`src/rtl/ohle_pkg.sv`:
```
// Package for the ordered handle list engine: sizes, operation and status
// codes, and the cell control types. No dependencies.
package ohle_pkg;

   localparam int CAPACITY = 64;
   localparam int HANDLE_W = 32;
   localparam int CNT_W    = $clog2(CAPACITY + 1);
   localparam int IDX_W    = $clog2(CAPACITY);
   localparam int PIN_W    = 8;
   localparam int FUNC_W   = 4;
   localparam int STAT_W   = 2;

   typedef logic [HANDLE_W-1:0] handle_type;

   localparam logic [FUNC_W-1:0] FN_APPEND  = 4'd0;
   localparam logic [FUNC_W-1:0] FN_INSERT  = 4'd1;
   localparam logic [FUNC_W-1:0] FN_RM_KEY  = 4'd2;
   localparam logic [FUNC_W-1:0] FN_RM_POS  = 4'd3;
   localparam logic [FUNC_W-1:0] FN_FWD     = 4'd4;
   localparam logic [FUNC_W-1:0] FN_BACK    = 4'd5;
   localparam logic [FUNC_W-1:0] FN_TO_END  = 4'd6;
   localparam logic [FUNC_W-1:0] FN_TO_HEAD = 4'd7;
   localparam logic [FUNC_W-1:0] FN_FIND    = 4'd8;
   localparam logic [FUNC_W-1:0] FN_CLEAR   = 4'd9;
   localparam logic [FUNC_W-1:0] FN_TRUNC   = 4'd10;

   localparam logic [STAT_W-1:0] STAT_OK   = 2'd0;
   localparam logic [STAT_W-1:0] STAT_FULL = 2'd1;
   localparam logic [STAT_W-1:0] STAT_ZERO = 2'd2;
   localparam logic [STAT_W-1:0] STAT_MISS = 2'd3;

   typedef enum logic [1:0] {
      CELL_HOLD,
      CELL_LOAD,
      CELL_FROM_UP,
      CELL_FROM_DOWN
   } cell_op_type;

   typedef struct packed {
      cell_op_type op;
      logic        live;
      logic        sel;
   } cell_ctrl_type;

endpackage

```
`src/rtl/ohle_cell.sv`:
```
// One list cell: holds one entry, compares it with the key, shifts with
// its neighbors. Depends on ohle_pkg.
module ohle_cell import ohle_pkg::*; (
   input  logic          clock,
   input  cell_ctrl_type ctrl,
   input  handle_type    key,
   input  handle_type    up_entry,
   input  handle_type    down_entry,
   output handle_type    entry,
   output logic          match,
   output handle_type    pick
);

   handle_type entry_ff, entry_in;
   logic       match_ff, match_in;

   always_comb begin
      unique case (ctrl.op)
         CELL_LOAD:      entry_in = key;
         CELL_FROM_UP:   entry_in = up_entry;
         CELL_FROM_DOWN: entry_in = down_entry;
         default:        entry_in = entry_ff;
      endcase
      match_in = ctrl.live && (entry_ff == key);
   end

   always_ff @(posedge clock) begin
      entry_ff <= entry_in;
      match_ff <= match_in;
   end

   assign entry = entry_ff;
   assign match = match_ff;
   // drive the entry only when this cell is the one addressed by position
   assign pick  = ctrl.sel ? entry_ff : '0;

endmodule

```
`config.mk`:
```
export PLATFORM = sky130hd
export DESIGN_NAME = ohle_cell
export DESIGN_NICKNAME = d
export VERILOG_FILES = /design/src/rtl/ohle_pkg.sv /design/src/rtl/ohle_cell.sv
export SDC_FILE = /design/constraint.sdc
export NUM_CORES = 1
export LEC_CHECK = 0
export BUFFER_PORTS_ARGS = -buffer_cell sky130_fd_sc_hd__buf_4
export CAP_MARGIN = 15
export CORE_ASPECT_RATIO = 0.8
export CORE_UTILIZATION = 35
export DETAILED_ROUTE_END_ITERATION = 16
export PLACE_DENSITY = 0.69
export SYNTH_ARGS = -nofsm -noshare
export SYNTH_HDL_FRONTEND = slang
export SYNTH_SLANG_ARGS = --single-unit
```
`constraint.sdc`:
```
create_clock -name clock -period 1.5 [get_ports clock]
set_input_delay 0.075 -clock clock [delete_from_list [all_inputs] [get_ports clock]]
set_output_delay 0.075 -clock clock [all_outputs]
set_load 0.02 [all_outputs]
```
==> impl_metrics.yaml <==
finish:
  regArea_um2: 981
  final_util: 0.609
  multiInputGateArea_um2: 1200
  layout_commonest_cell: "buf_4"
  nFillCells: 538
  n_antenna_cell: 0
  drive_gt1_frac: 0.479
  layout.nets: 484
  syn2layout_area_growth_pct: 65.4
place:
  dpl.hpwl_um: 5270
  port_buffers: 165
  gp_congestion: 0.744
  pre_cts_ws_ps: 9.40
logic_synthesis:
  syn_area_um2: 2210
  yosys_warnings: 0
  synth_area_leader_cell: "edfxtp_1"
  synthFlopType: "edfxtp_1"
  ys_async_sr_fraction: 0
  synth_top_cell_area_share: 0.435
  synth_area_leaders: "edfxtp_1, mux2i_1, xor2_1, and2_1, a21oi_1"
  syn-num-nets: 321
  ys_seq_area_frac: 0.444
  synth_edf_count: 32
  ys_types: 20
  synth-compound-area-share: 0.0832
  avgSynthCellArea_um2: 10.0
  synth_top_family_by_area: "simple AND/OR/NAND/NOR gates"
  synthXorXnorAreaFrac: 0.123
  synth_simple_gate_area_share: 0.177
  synthCells: 220
  synth_fa_ha_area_frac: 0
  ys_ff_latch: 33
  muxShareOfSynthArea: 0.145
timing:
  fin_tns_setup_ps: 0
  tightest_slew_ps: 807
  hold_viol: 0
  finalCriticalPeriod_ps: 1420
  fmax_mhz: 705
  setup_viol: 0
  slew_viol_final: 0
  fin_crit_sh: 0.945
  finClkSkew_ps: 3.45
  slew-limit-headroom: 0.462
  whs_ps: 121
  fin_ws_ps: 82.1
clock_network:
  cts-htree-levels: 2
  cts.clk_slew.worst_paths_ps: 70
  cts_tree: "done"
  clockBufferDepth: 2
  insertion_delay_ps: 280
  hold_buffers: 0
  cts-root-buf: "clkbuf_8"
  cts_sinks: 33
  cts_buffers: 5
global_routing:
  antenna_found_initial: 0
  grt_pass1_wl_um: 10300
  grt_pass1_vias: 2054
  grtUsageTotal: 0.206
  grt_max_degree: 65
  grt.overflow.total: 0
worst_hold_path:
  hold_start: "ctrl[1]"
  holdPathEnd: "match$_DFF_P_"
  min_path_cells: 3
  min_path_type: "input port to register"
floorplanning:
  io_pins: 166
  initial_core_util: 0.368
  die_area_um2: 6640
  coreArea_um2: 6010
  rows: 25
  die-height_um: 73.1
  fp.dieW_um: 90.8
routing:
  route.final.wire_length_um: 6950
  antenna_left: 0
  drc: 0
  dr_total_vias: 2191
  wl_per_cell_um: 14.9
  first_pass_iters: 5
  routed_via_density: 4.71
  drtIter0Drc: 92
setup_path:
  r2r_slack_ps: 80
  setup.worst_path.class: "register to register"
  crit_required_ps: 1700
  rr_startpoint: "entry[16]$_DFFE_PP_"
  path_max_fanout: 3
  critical_path_arrival_ps: 1620
  reg2reg_to: "match$_DFF_P_"
  r2r_cells: 4
  critPathLaunchType: "register"
  cp-end-kind: "register"
pwr:
  finalPower_w: 0.00304
  p_per_area_nw_per_um2: 832
  p_leak_nw: 1.72
  ir_drop_mv: 0.396
outcome:
  status: "finished, final reports clean"
run:
  drv_cap: 0
cells by family (layout without fill, tap and decap cells):
logic type / after synthesis / after routing
AOI/OAI and AO/OA: 34 / 34
DFF: 33 / 33
xor gates and xnor gates: 31 / 31
muxes: 32 / 32
and+or+nand+nor: 75 / 75
buffers and inverters: 15 / 179
state kept, by name, summed over array words and instances, names as in the netlist:
register and count:
match 1, entry 32
layout make-up:
type / count / area share
flip-flops and latches: 33 / 0.268
clock inverters: 3 / 0.00342
well taps: 81 / 0.0277
multi-input cells: 172 / 0.328
inverters: 1 / 0.00103
repair buffers: 170 / 0.353
clock buffers: 5 / 0.0188
Yosys cell counts, drive strengths merged (4+ instances only):
master   n
a21oi   32
and2    32
buf      5
clkbuf   9
edfxtp  32
mux2i   32
nor2    32
nor4     7
xnor2    4
xor2    27
worst max path at each step:
stage                              from            end  cells past startpoint
finish              entry[16]$_DFFE_PP_  match$_DFF_P_                      4
detailed placement  entry[13]$_DFFE_PP_  match$_DFF_P_                      4
global route        entry[16]$_DFFE_PP_  match$_DFF_P_                      4
CTS                 entry[31]$_DFFE_PP_  match$_DFF_P_                      4
floorplan           entry[14]$_DFFE_PP_  match$_DFF_P_                      4
global placement    entry[21]$_DFFE_PP_  match$_DFF_P_                      4
power by group:
| group | internal [W] | leakage (nW) | switching, W |
|---|---|---|---|
| Sequential | 0.00114 | 0.330 | 0.0000913 |
| Clock | 0.000312 | 0.0430 | 0.000334 |
| Combinational | 0.000573 | 1.35 | 0.000588 |
metrics by stage:
step / area [um^2] / std cells
after detailed placement: 3530 / 456
after floorplan: 2210 / 220
final: 3650 / 465
after CTS: 3620 / 464
after global routing: 3650 / 465
after global placement: 3530 / 456
routing by layer:
layer | vias to the layer above | GRT usage | share of wire
met2 | 99 | 0.317 | 0.45
met4 | 0 | 0.0529 | 0.0085
met5 | - | 0 | 0
met1 | 988 | 0.285 | 0.46
li1 | 1099 | - | -
met3 | 5 | 0.0594 | 0.083
worst max-delay path, cell delays in order (launching register included):
cell and delay, ps:
edfxtp_1 420, xor2_1 170, nor4_2 340, nand4_1 150, nor4_2 250
what timing repair did:
item,CTS,global route
gates resized for setup,1,4
endpoints found under the hold margin,0,0
gates cloned,0,0
pin swaps,0,2
setup endpoints to repair,1,1
buffers inserted,0,1
Power figures use the tool's default switching activity.
