--- src/rtl/ohle_pkg.sv ---
// Package for the ordered handle list engine: sizes, operation and status
// codes, and the cell control types. No dependencies.
package ohle_pkg;

   localparam int CAPACITY = 64;
   localparam int HANDLE_W = 32;
   localparam int CNT_W    = $clog2(CAPACITY + 1);
   localparam int IDX_W    = $clog2(CAPACITY);
   localparam int PIN_W    = 8;
   localparam int FUNC_W   = 4;
   localparam int STAT_W   = 2;

   typedef logic [HANDLE_W-1:0] handle_type;

   localparam logic [FUNC_W-1:0] FN_APPEND  = 4'd0;
   localparam logic [FUNC_W-1:0] FN_INSERT  = 4'd1;
   localparam logic [FUNC_W-1:0] FN_RM_KEY  = 4'd2;
   localparam logic [FUNC_W-1:0] FN_RM_POS  = 4'd3;
   localparam logic [FUNC_W-1:0] FN_FWD     = 4'd4;
   localparam logic [FUNC_W-1:0] FN_BACK    = 4'd5;
   localparam logic [FUNC_W-1:0] FN_TO_END  = 4'd6;
   localparam logic [FUNC_W-1:0] FN_TO_HEAD = 4'd7;
   localparam logic [FUNC_W-1:0] FN_FIND    = 4'd8;
   localparam logic [FUNC_W-1:0] FN_CLEAR   = 4'd9;
   localparam logic [FUNC_W-1:0] FN_TRUNC   = 4'd10;

   localparam logic [STAT_W-1:0] STAT_OK   = 2'd0;
   localparam logic [STAT_W-1:0] STAT_FULL = 2'd1;
   localparam logic [STAT_W-1:0] STAT_ZERO = 2'd2;
   localparam logic [STAT_W-1:0] STAT_MISS = 2'd3;

   typedef enum logic [1:0] {
      CELL_HOLD,
      CELL_LOAD,
      CELL_FROM_UP,
      CELL_FROM_DOWN
   } cell_op_type;

   typedef struct packed {
      cell_op_type op;
      logic        live;
      logic        sel;
   } cell_ctrl_type;

endpackage

--- src/rtl/ohle_locate.sv ---
// First-match locator: turns the cells' match flags into the lowest
// matching index. Depends on ohle_pkg.
module ohle_locate import ohle_pkg::*; (
   input  logic [CAPACITY-1:0] match,
   output logic                found,
   output logic [IDX_W-1:0]    first
);

   logic [CAPACITY-1:0] below;
   logic [CAPACITY-1:0] lead;

   always_comb begin
      below[0] = 1'b0;
      for (int i = 1; i < CAPACITY; i++) begin
         below[i] = below[i-1] | match[i-1];
      end
      lead  = match & ~below;
      found = |match;
      first = '0;
      for (int i = 0; i < CAPACITY; i++) begin
         if (lead[i]) begin
            first = first | IDX_W'(i);
         end
      end
   end

endmodule

--- config.mk ---
export PLATFORM = sky130hd
export DESIGN_NAME = ohle_locate
export DESIGN_NICKNAME = d
export VERILOG_FILES = /design/src/rtl/ohle_pkg.sv /design/src/rtl/ohle_locate.sv
export SDC_FILE = /design/constraint.sdc
export NUM_CORES = 1
export LEC_CHECK = 0
export ABC_CLOCK_PERIOD_IN_PS = 2300
export BUFFER_PORTS_ARGS = -buffer_cell sky130_fd_sc_hd__buf_2
export CORE_AREA = 8 8 61 63
export DETAILED_ROUTE_END_ITERATION = 10
export DIE_AREA = 0 0 69 71
export PLACE_DENSITY = 0.8
export SLEW_MARGIN = 30
export SYNTH_ARGS = -nofsm -noshare
export SYNTH_HDL_FRONTEND = slang
export SYNTH_SLANG_ARGS = --single-unit
export TNS_END_PERCENT = 20
--- constraint.sdc ---
create_clock -name vclk -period 2.3
set_input_delay 0.23 -clock vclk [all_inputs]
set_output_delay 0.23 -clock vclk [all_outputs]
set_load 0.02 [all_outputs]
==> results of run 1 <==
==> area by class of cell <==
| cell class | count | area [µm²] |
|---|---|---|
| multi-input combinational | 164 | 1090 |
| tap | 33 | 41.3 |
| inverter | 10 | 37.5 |
| fill | 195 | 734 |
| timing repair buffer | 145 | 950 |
==> through the flow <==
step / setup slack, ps / hold slack [ps] / util, %
floorplan: -297 / 681 / -
global placement: -515 / 926 / 70.2
detailed placement: -619 / 930 / 70.2
CTS: -451 / 935 / 72.5
global route: -514 / 979 / 74.3
finish: -509 / 933 / 74.3
==> cells by family (layout without fill, tap and decap cells) <==
| logic type | after synthesis | count (layout) | synth area share (%) |
|---|---|---|---|
| and+or+nand+nor | 114 | 114 | 63.7 |
| AOI/OAI and AO/OA | 50 | 50 | 31.9 |
| buffers and inverters | 12 | 155 | 4.34 |
==> routing by layer <==
layer | part of all wire, % | up-vias | wire [µm] | track usage, %
met1 | 37 | 1013 | 2300 | 23.9
met3 | 9.8 | 34 | 618 | 2.52
met4 | 4.3 | 0 | 268 | 10.7
li1 | - | 1005 | - | -
met5 | 0 | - | 0 | 0
met2 | 49 | 175 | 3090 | 39.2
==> repair_timing <==
item                                    CTS  global route
setup buffers                             0             1
endpoints found under the setup margin    6             7
resized for setup                        16             9
pin swaps                                 7             5
hold buffers                              0             0
==> worst max-delay path: stages <==
cell and delay (ps):
buf_6 100, or4_4 560, or4b_4 550, or4_4 490
a2bb2oi_1 210, nand2_1 130, nand4b_1 150, buf_4 160
==> power groups by stage <==
stage	Clock, mW	Sequential [mW]	Combinational, mW
floorplan	0	0	0.0606
global placement	0	0	0.218
detailed placement	0	0	0.226
CTS	0	0	0.233
global route	0	0	0.266
finish	0	0	0.247
==> synthesized netlist by cell type (2+ instances only) <==
master     count
o21ai_0       10
or4_4          2
a2bb2oi_1      2
nor3b_1        2
a221oi_1       2
nand2_1        8
a21oi_1       13
or4_1          4
nand4b_1       4
a211oi_1       2
nand3_1        6
inv_1         10
nor2_1        26
nor4b_1        4
nor2b_1        4
o21bai_1       5
nand3b_1       2
or3_1          5
o2111ai_1      2
o32ai_1        3
nor4_1        13
and2_1         2
nand2b_1       4
nand4_1        5
nor3_1        14
==> worst max-delay path by stage <==
stage,startpoint,to,slack (ps)
finish,match[19],first[3],-510
floorplan,match[16],first[5],-300
CTS,match[19],first[5],-450
global placement,match[16],first[3],-520
detailed placement,match[16],first[5],-620
global route,match[19],first[2],-510
==> results.md, run 1 <==
- Vias per std cell: 6.33
- Synthesized area per cell: 6.06 µm²
- Final hold violation count: 0
- # clk buffers: 0
- Critical path fanouts, max: 4
- Mapped Area: 1070 µm²
- YS warnings: 0
- Largest area contributor in the netlist: nor2_1
- Reg area: 0 µm²
- GPL Wtd Cong: 0.921
- Hold path depth: 6
- Most common cell after layout, fill and taps aside: buf_4
- DR pass1 iterations: 6
- Initial Util: 37.4%
- Die Span Y: 71 µm
- Max Slew Vio Count: 0
- Seq_cells: 0
- Via Count: 2,227
- Sequential fraction of the synthesis area: 0%
- I/O pin cnt: 71
- GRT Residual Overflow: 0
- Distinct cells, synth: 47
- Pleak: 0.983 nW
- Post-DRT Antenna Nets: 0
- Period utilisation layout: 122%
- Worst Setup End Kind: output port
- Clock network power share: 0%
- Post-DP Area: 2000 µm²
- Final std cells w/o fill: 352
- Final setup violating endpoints: 6
- Worst min path class: in -> out
- Final worst slack: -509 ps
- # rows: 20
- Area share of the largest cell type after synthesis: 9.15%
- Worst Hold Path EP: found
- Layout cells sized above 1: 51.4%
- CORE AREA: 2850 µm²
- Global-route wire length before repair: 9.36 mm
- FMAX: 0.356 GHz
- Share of power burned in registers: 0%
- Pwr per Cell Area: 117 nW/µm²
- Nets: 385
- Die W: 69 µm
- Max cap viols: 0
- Sw frac: 46.7%
- Worst-Margin Slew: 448 ps
- Top post-synthesis cells by area: nor2_1 (9.2%), nor4_1 (7.6%), nor3_1 (6.6%)
- Total Routed Length: 6.28 mm
- Gr usage total: 21.5%
- Mapped Cells: 176
- Outcome: complete, but fails checks
- Die ar.: 4900 µm²
- Ant diodes: 0
- Commonest cells after routing, fill and taps aside: buf_4 (77), buf_2 (63), nor2_1 (25)
- Overall Power: 0.247 mW
- Drt initial violations: 361
- Combinational Power Share: 100.0%
- Vias in the first global route: 2,161
- DRC violations left: 0
- RSZ-0062 raised after global routing: yes
- Final instance area: 2120 µm²
- Worst VDD drop: 0.0770 mV
- P_sw: 0.116 mW
- WP data required: 2070 ps
- Area growth syn-to-layout: 98.7%
- Post-layout min period: 2810 ps
- HPWL Detailed: 4.64 mm
- P_int: 0.132 mW
- Setup TNS: -2790 ps
- Setup crit start kind: primary input
- Initial antenna violation count: 0
- Worst slew margin: 70.0%
- Worst Setup Path Type: in -> out
- WP data arrival: 2580 ps
- Mapped Nets: 240
- Largest net degree at the start of global routing: 7
- Wire per inst: 17.8 µm
- Violated checks: setup timing
- Placed insts: 351
- Hold path start: match[23]
- Port Buffers: 71
Power figures use the tool's default switching activity.
==> inputs of run 2 (changes only) <==
--- a/config.mk
+++ b/config.mk
@@ -5,12 +5,12 @@
 export SDC_FILE = /design/constraint.sdc
 export NUM_CORES = 1
 export LEC_CHECK = 0
-export ABC_CLOCK_PERIOD_IN_PS = 2300
+export ABC_CLOCK_PERIOD_IN_PS = 2950
 export BUFFER_PORTS_ARGS = -buffer_cell sky130_fd_sc_hd__buf_2
-export CORE_AREA = 8 8 61 63
+export CORE_AREA = 8 8 58 60
 export DETAILED_ROUTE_END_ITERATION = 10
-export DIE_AREA = 0 0 69 71
-export PLACE_DENSITY = 0.8
+export DIE_AREA = 0 0 66 68
+export PLACE_DENSITY = 0.85
 export SLEW_MARGIN = 30
 export SYNTH_ARGS = -nofsm -noshare
 export SYNTH_HDL_FRONTEND = slang
==> constraint.sdc (replaced) <==
create_clock -name vclk -period 2.95
set_input_delay 0.295 -clock vclk [all_inputs]
set_output_delay 0.295 -clock vclk [all_outputs]
set_load 0.02 [all_outputs]
==> run 2 against run 1 <==
The run still ends with setup timing left. First-iteration DRC count fell by 69%. Via count fell by 20%. Design area fell by 23%. Final cell count fell by 16%. Utilization fell by 10 points. Non-clock buffer count fell by 53. Global-route usage fell by 2.5 points. Critical path depth did not move. Routed wire length fell by 29%. Sequential cell count did not move. Count of clock-buffer cells in the layout did not move.
==> results.md, run 2 (synthesis results as in run 1) <==
- Setup TNS: -18.3 ps
- Total Routed Length: 4.46 mm
- Worst path buffer plus inverter count: 2
- Seq_cells: 0
- Final setup violating endpoints: 1
- Worst-Margin Slew: 427 ps
- Die Span Y: 68 µm
- GRT Residual Overflow: 0
- Ant diodes: 0
- Most common cell after layout, fill and taps aside: buf_2
- Pleak: 0.721 nW
- Slowest CP cell: or4_4
- Hold_ws: 1010 ps
- Hold buffers post-CTS: 0
- Worst VDD drop: 0.0604 mV
- I/O pin cnt: 71
- Initial Util: 41.5%
- FMAX: 0.337 GHz
- HPWL Detailed: 3.97 mm
- Vias per std cell: 6.02
- Worst slew margin: 71.3%
- Drt initial violations: 112
- Worst min path class: in -> out
- Die ar.: 4490 µm²
- Cell family with most CP delay: simple AND/OR/NAND/NOR gates
- Hold path start: match[26]
- Worst Setup Path Type: in -> out
- Layout cells sized above 1: 38.7%
- Wire per inst: 15.0 µm
- # rows: 19
- DRC violations left: 0
- Final worst slack: -18.3 ps
- RSZ-0062 raised after global routing: yes
- Pwr per Cell Area: 82.0 nW/µm²
- Crit-path cells: buf_2 -> or4_4 -> or4b_4 -> or4_4 -> nor3_4 -> or3_1 -> or4_1 -> buf_2
- DR pass1 iterations: 4
- Nets: 332
- WP data arrival: 2670 ps
- Initial antenna violation count: 0
- Global-route wire length before repair: 7.22 mm
- Dpl ws: -15.3 ps
- Die W: 66 µm
- Final instance area: 1640 µm²
- Critical path fanouts, max: 4
- Worst Hold Path EP: first[3]
- Vias in the first global route: 1,764
- Period utilisation layout: 101%
- GPL Wtd Cong: 0.917
- Max Slew Vio Count: 0
- Via Count: 1,789
- Reg area: 0 µm²
- CORE AREA: 2570 µm²
- Hold path depth: 4
- Crit-path max cell delay: 570 ps
- Post-layout min period: 2970 ps
- Post-DRT Antenna Nets: 0
- Port Buffers: 71
- Largest net degree at the start of global routing: 9
- Final hold violation count: 0
- Worst Setup End Kind: output port
- Post-DP Area: 1610 µm²
- Area growth syn-to-layout: 54.0%
- # clk buffers: 0
- Outcome: complete, but fails checks
- Commonest cells after routing, fill and taps aside: buf_2 (70), nor2_1 (26), buf_4 (22)
- Gr usage total: 19.0%
- WP data required: 2650 ps
- Fillers: 262
- Setup crit start kind: primary input
- Crit path from: match[16]
- Max cap viols: 0
- Violated checks: setup timing
-- run 2: cell type report --
| cell class | instances | area [µm²] | area share, % |
|---|---|---|---|
| tap | 31 | 38.8 | 2.36 |
| timing repair buffer | 92 | 515 | 31.4 |
| multi-input combinational | 164 | 1050 | 63.9 |
| inverter | 10 | 37.5 | 2.29 |
-- run 2: worst max-delay path by stage --
stage / cells after the start / to / slack (ps)
floorplan: 7 / first[0] / 220
global placement: 8 / first[0] / 20
detailed placement: 8 / first[0] / -20
CTS: 8 / first[4] / 20
global route: 8 / first[4] / -50
finish: 8 / first[4] / -20
-- run 2: metal layers --
metal | global-route usage, % | share of wire (%) | wire length (µm)
met4 | 5.33 | 1.5 | 68
met3 | 3.11 | 8.2 | 366
met5 | 0 | 0 | 0
met2 | 33.4 | 49 | 2160
met1 | 23.3 | 42 | 1860
-- run 2: repair_timing --
item                                    CTS  global route
setup buffers                             0             0
cloned                                    0             0
pin swaps                                 0             1
resized for setup                         2             4
endpoints found under the setup margin    4             4
-- run 2: power breakdown --
group,switching (mW),internal [mW],total [mW]
registers,0,0,0
clock network,0,0,0
logic,0.0703,0.0643,0.135
total,0.0703,0.0643,0.135
-- run 2: worst min-delay path, stage by stage --
cell and delay, ps:
buf_2 120, o21ai_0 90, nand4b_1 80, buf_4 140
-- run 2: stage by stage --
stage               power [mW]  cells  util, %
finish                   0.135    297     63.9
global placement         0.129    297     62.7
detailed placement       0.132    297     62.7
global route             0.150    297     63.9
CTS                      0.133    297     63.1
floorplan               0.0473    176        -
==> inputs of run 3 (changes only) <==
--- a/config.mk
+++ b/config.mk
@@ -11,6 +11,7 @@
 export DETAILED_ROUTE_END_ITERATION = 10
 export DIE_AREA = 0 0 66 68
 export PLACE_DENSITY = 0.85
+export SKIP_LAST_GASP = 1
 export SLEW_MARGIN = 30
 export SYNTH_ARGS = -nofsm -noshare
 export SYNTH_HDL_FRONTEND = slang
==> run 3 against run 2 <==
The flow now finishes without violations. Highest routed layer unchanged. Non-clock buffer count is the same. Via count grew 0.39%. Die area is the same. Routed wire length is the same. Count of clock-buffer cells in the layout is the same. Power shrank 0.10%. Utilization shrank 0.34 points. Global-route usage is essentially flat.
==> results.md, run 3 (synthesis results as in run 1) <==
- FMAX: 0.344 GHz
- DRC violations left: 0
- Final worst slack: 45.0 ps
- Commonest cells after routing, fill and taps aside: buf_2 (71), nor2_1 (26), buf_4 (21)
- Worst VDD drop: 0.0602 mV
- P_sw: 0.0702 mW
- Hold_ws: 1020 ps
- Drt initial violations: 75
- GPL Wtd Cong: 0.917
- Reg area: 0 µm²
- Worst Hold Path EP: found
- Area growth syn-to-layout: 53.2%
- # rows: 19
- Nets: 332
- Post-layout min period: 2910 ps
- Pwr per Cell Area: 82.4 nW/µm²
- Largest net degree at the start of global routing: 9
- Wire per inst: 15.0 µm
- Final hold violation count: 0
- Post-DRT Antenna Nets: 0
- Initial antenna violation count: 0
- Vias per std cell: 6.05
- CORE AREA: 2570 µm²
- P_int: 0.0643 mW
- WP data arrival: 2610 ps
- Pleak: 0.718 nW
- Layout cells sized above 1: 38.3%
- Final std cells w/o fill: 297
- DR pass1 iterations: 4
- Die Span Y: 68 µm
- Setup crit start kind: primary input
- Most common cell after layout, fill and taps aside: buf_2
- Placed insts: 297
- Outcome: complete, no violations
- Period utilisation layout: 98.5%
- Die ar.: 4490 µm²
- Die W: 66 µm
- Max cap viols: 0
- Share of power burned in registers: 0%
- Worst-Margin Slew: 426 ps
- Worst Setup Path Type: in -> out
- Post-CTS setup buffers: 0
- WP data required: 2650 ps
- GRT Residual Overflow: 0
- Gr usage total: 18.9%
- Combinational Power Share: 100.0%
- Total Routed Length: 4.46 mm
- Worst slew margin: 71.3%
- # clk buffers: 0
- Seq_cells: 0
- Hold path depth: 4
- Critical path fanouts, max: 4
- Vias in the first global route: 1,762
- Clock network power share: 0%
- Dpl ws: -15.3 ps
- Global-route wire length before repair: 7.20 mm
- Port Buffers: 71
- RSZ-0062 raised after global routing: yes
- Via Count: 1,796
- Ant diodes: 0
- Worst Setup End Kind: output port
- Worst min path class: in -> out
- Max Slew Vio Count: 0
- I/O pin cnt: 71
- Final setup violating endpoints: 0
- HPWL Detailed: 3.97 mm
- Initial Util: 41.5%
- Sw frac: 52.2%
- Hold path start: match[59]
## run 3: cell counts in the layout (fill, tap and decap cells not counted)
No cell type changed its count.
## run 3: final cells by class
class | count | area (µm²)
Fill cell | 263 | 935
Timing Repair Buffer | 92 | 513
Multi-Input combinational cell | 164 | 1040
Inverter | 10 | 37.5
Tap cell | 31 | 38.8
## run 3: metrics by stage
stage	setup TNS, ps	power (mW)	instance area (µm²)	util, %
2_1_floorplan	0	0.0473	1070	-
3_3_place_gp	0	0.129	1610	62.7
3_5_place_dp	-29.1	0.132	1610	62.7
4_1_cts	-2.89	0.133	1610	62.8
5_1_grt	-75.4	0.149	1630	63.6
6_report	0	0.134	1630	63.6
## run 3: metal layers
metal	track usage, %	up-vias	part of all wire [%]
met1	23.2	826	42
met3	3.11	8	8.0
met2	33.4	72	48
met5	0	-	0
li1	-	890	-
met4	5.33	0	1.4
## run 3: power groups by stage
stage	Sequential [mW]	Clock [mW]	Combinational, mW
2_1_floorplan	0	0	0.0473
3_3_place_gp	0	0	0.129
3_5_place_dp	0	0	0.132
4_1_cts	0	0	0.133
5_1_grt	0	0	0.149
6_report	0	0	0.134
## run 3: critical path: stages
cell,delay (ps)
buf_2,120
or4_4,540
or4b_4,510
or4_4,570
a2bb2oi_1,190
nand2_1,110
nand4b_1,110
buf_2,170
## run 3: repair_timing
item,4_1_cts,5_1_grt
hold buffers,0,0
resized for setup,1,3
pin swaps,0,1
endpoints found under the setup margin,4,5
## run 3: worst max path at each step
stage | cells past startpoint | slack, ps | end | startpoint
2_1_floorplan | 7 | 220 | first[0] | match[16]
5_1_grt | 8 | -30 | first[3] | match[16]
3_5_place_dp | 8 | -20 | first[0] | match[16]
3_3_place_gp | 8 | 20 | first[0] | match[16]
6_report | 8 | 40 | first[3] | match[16]
4_1_cts | 8 | -3 | first[4] | match[16]
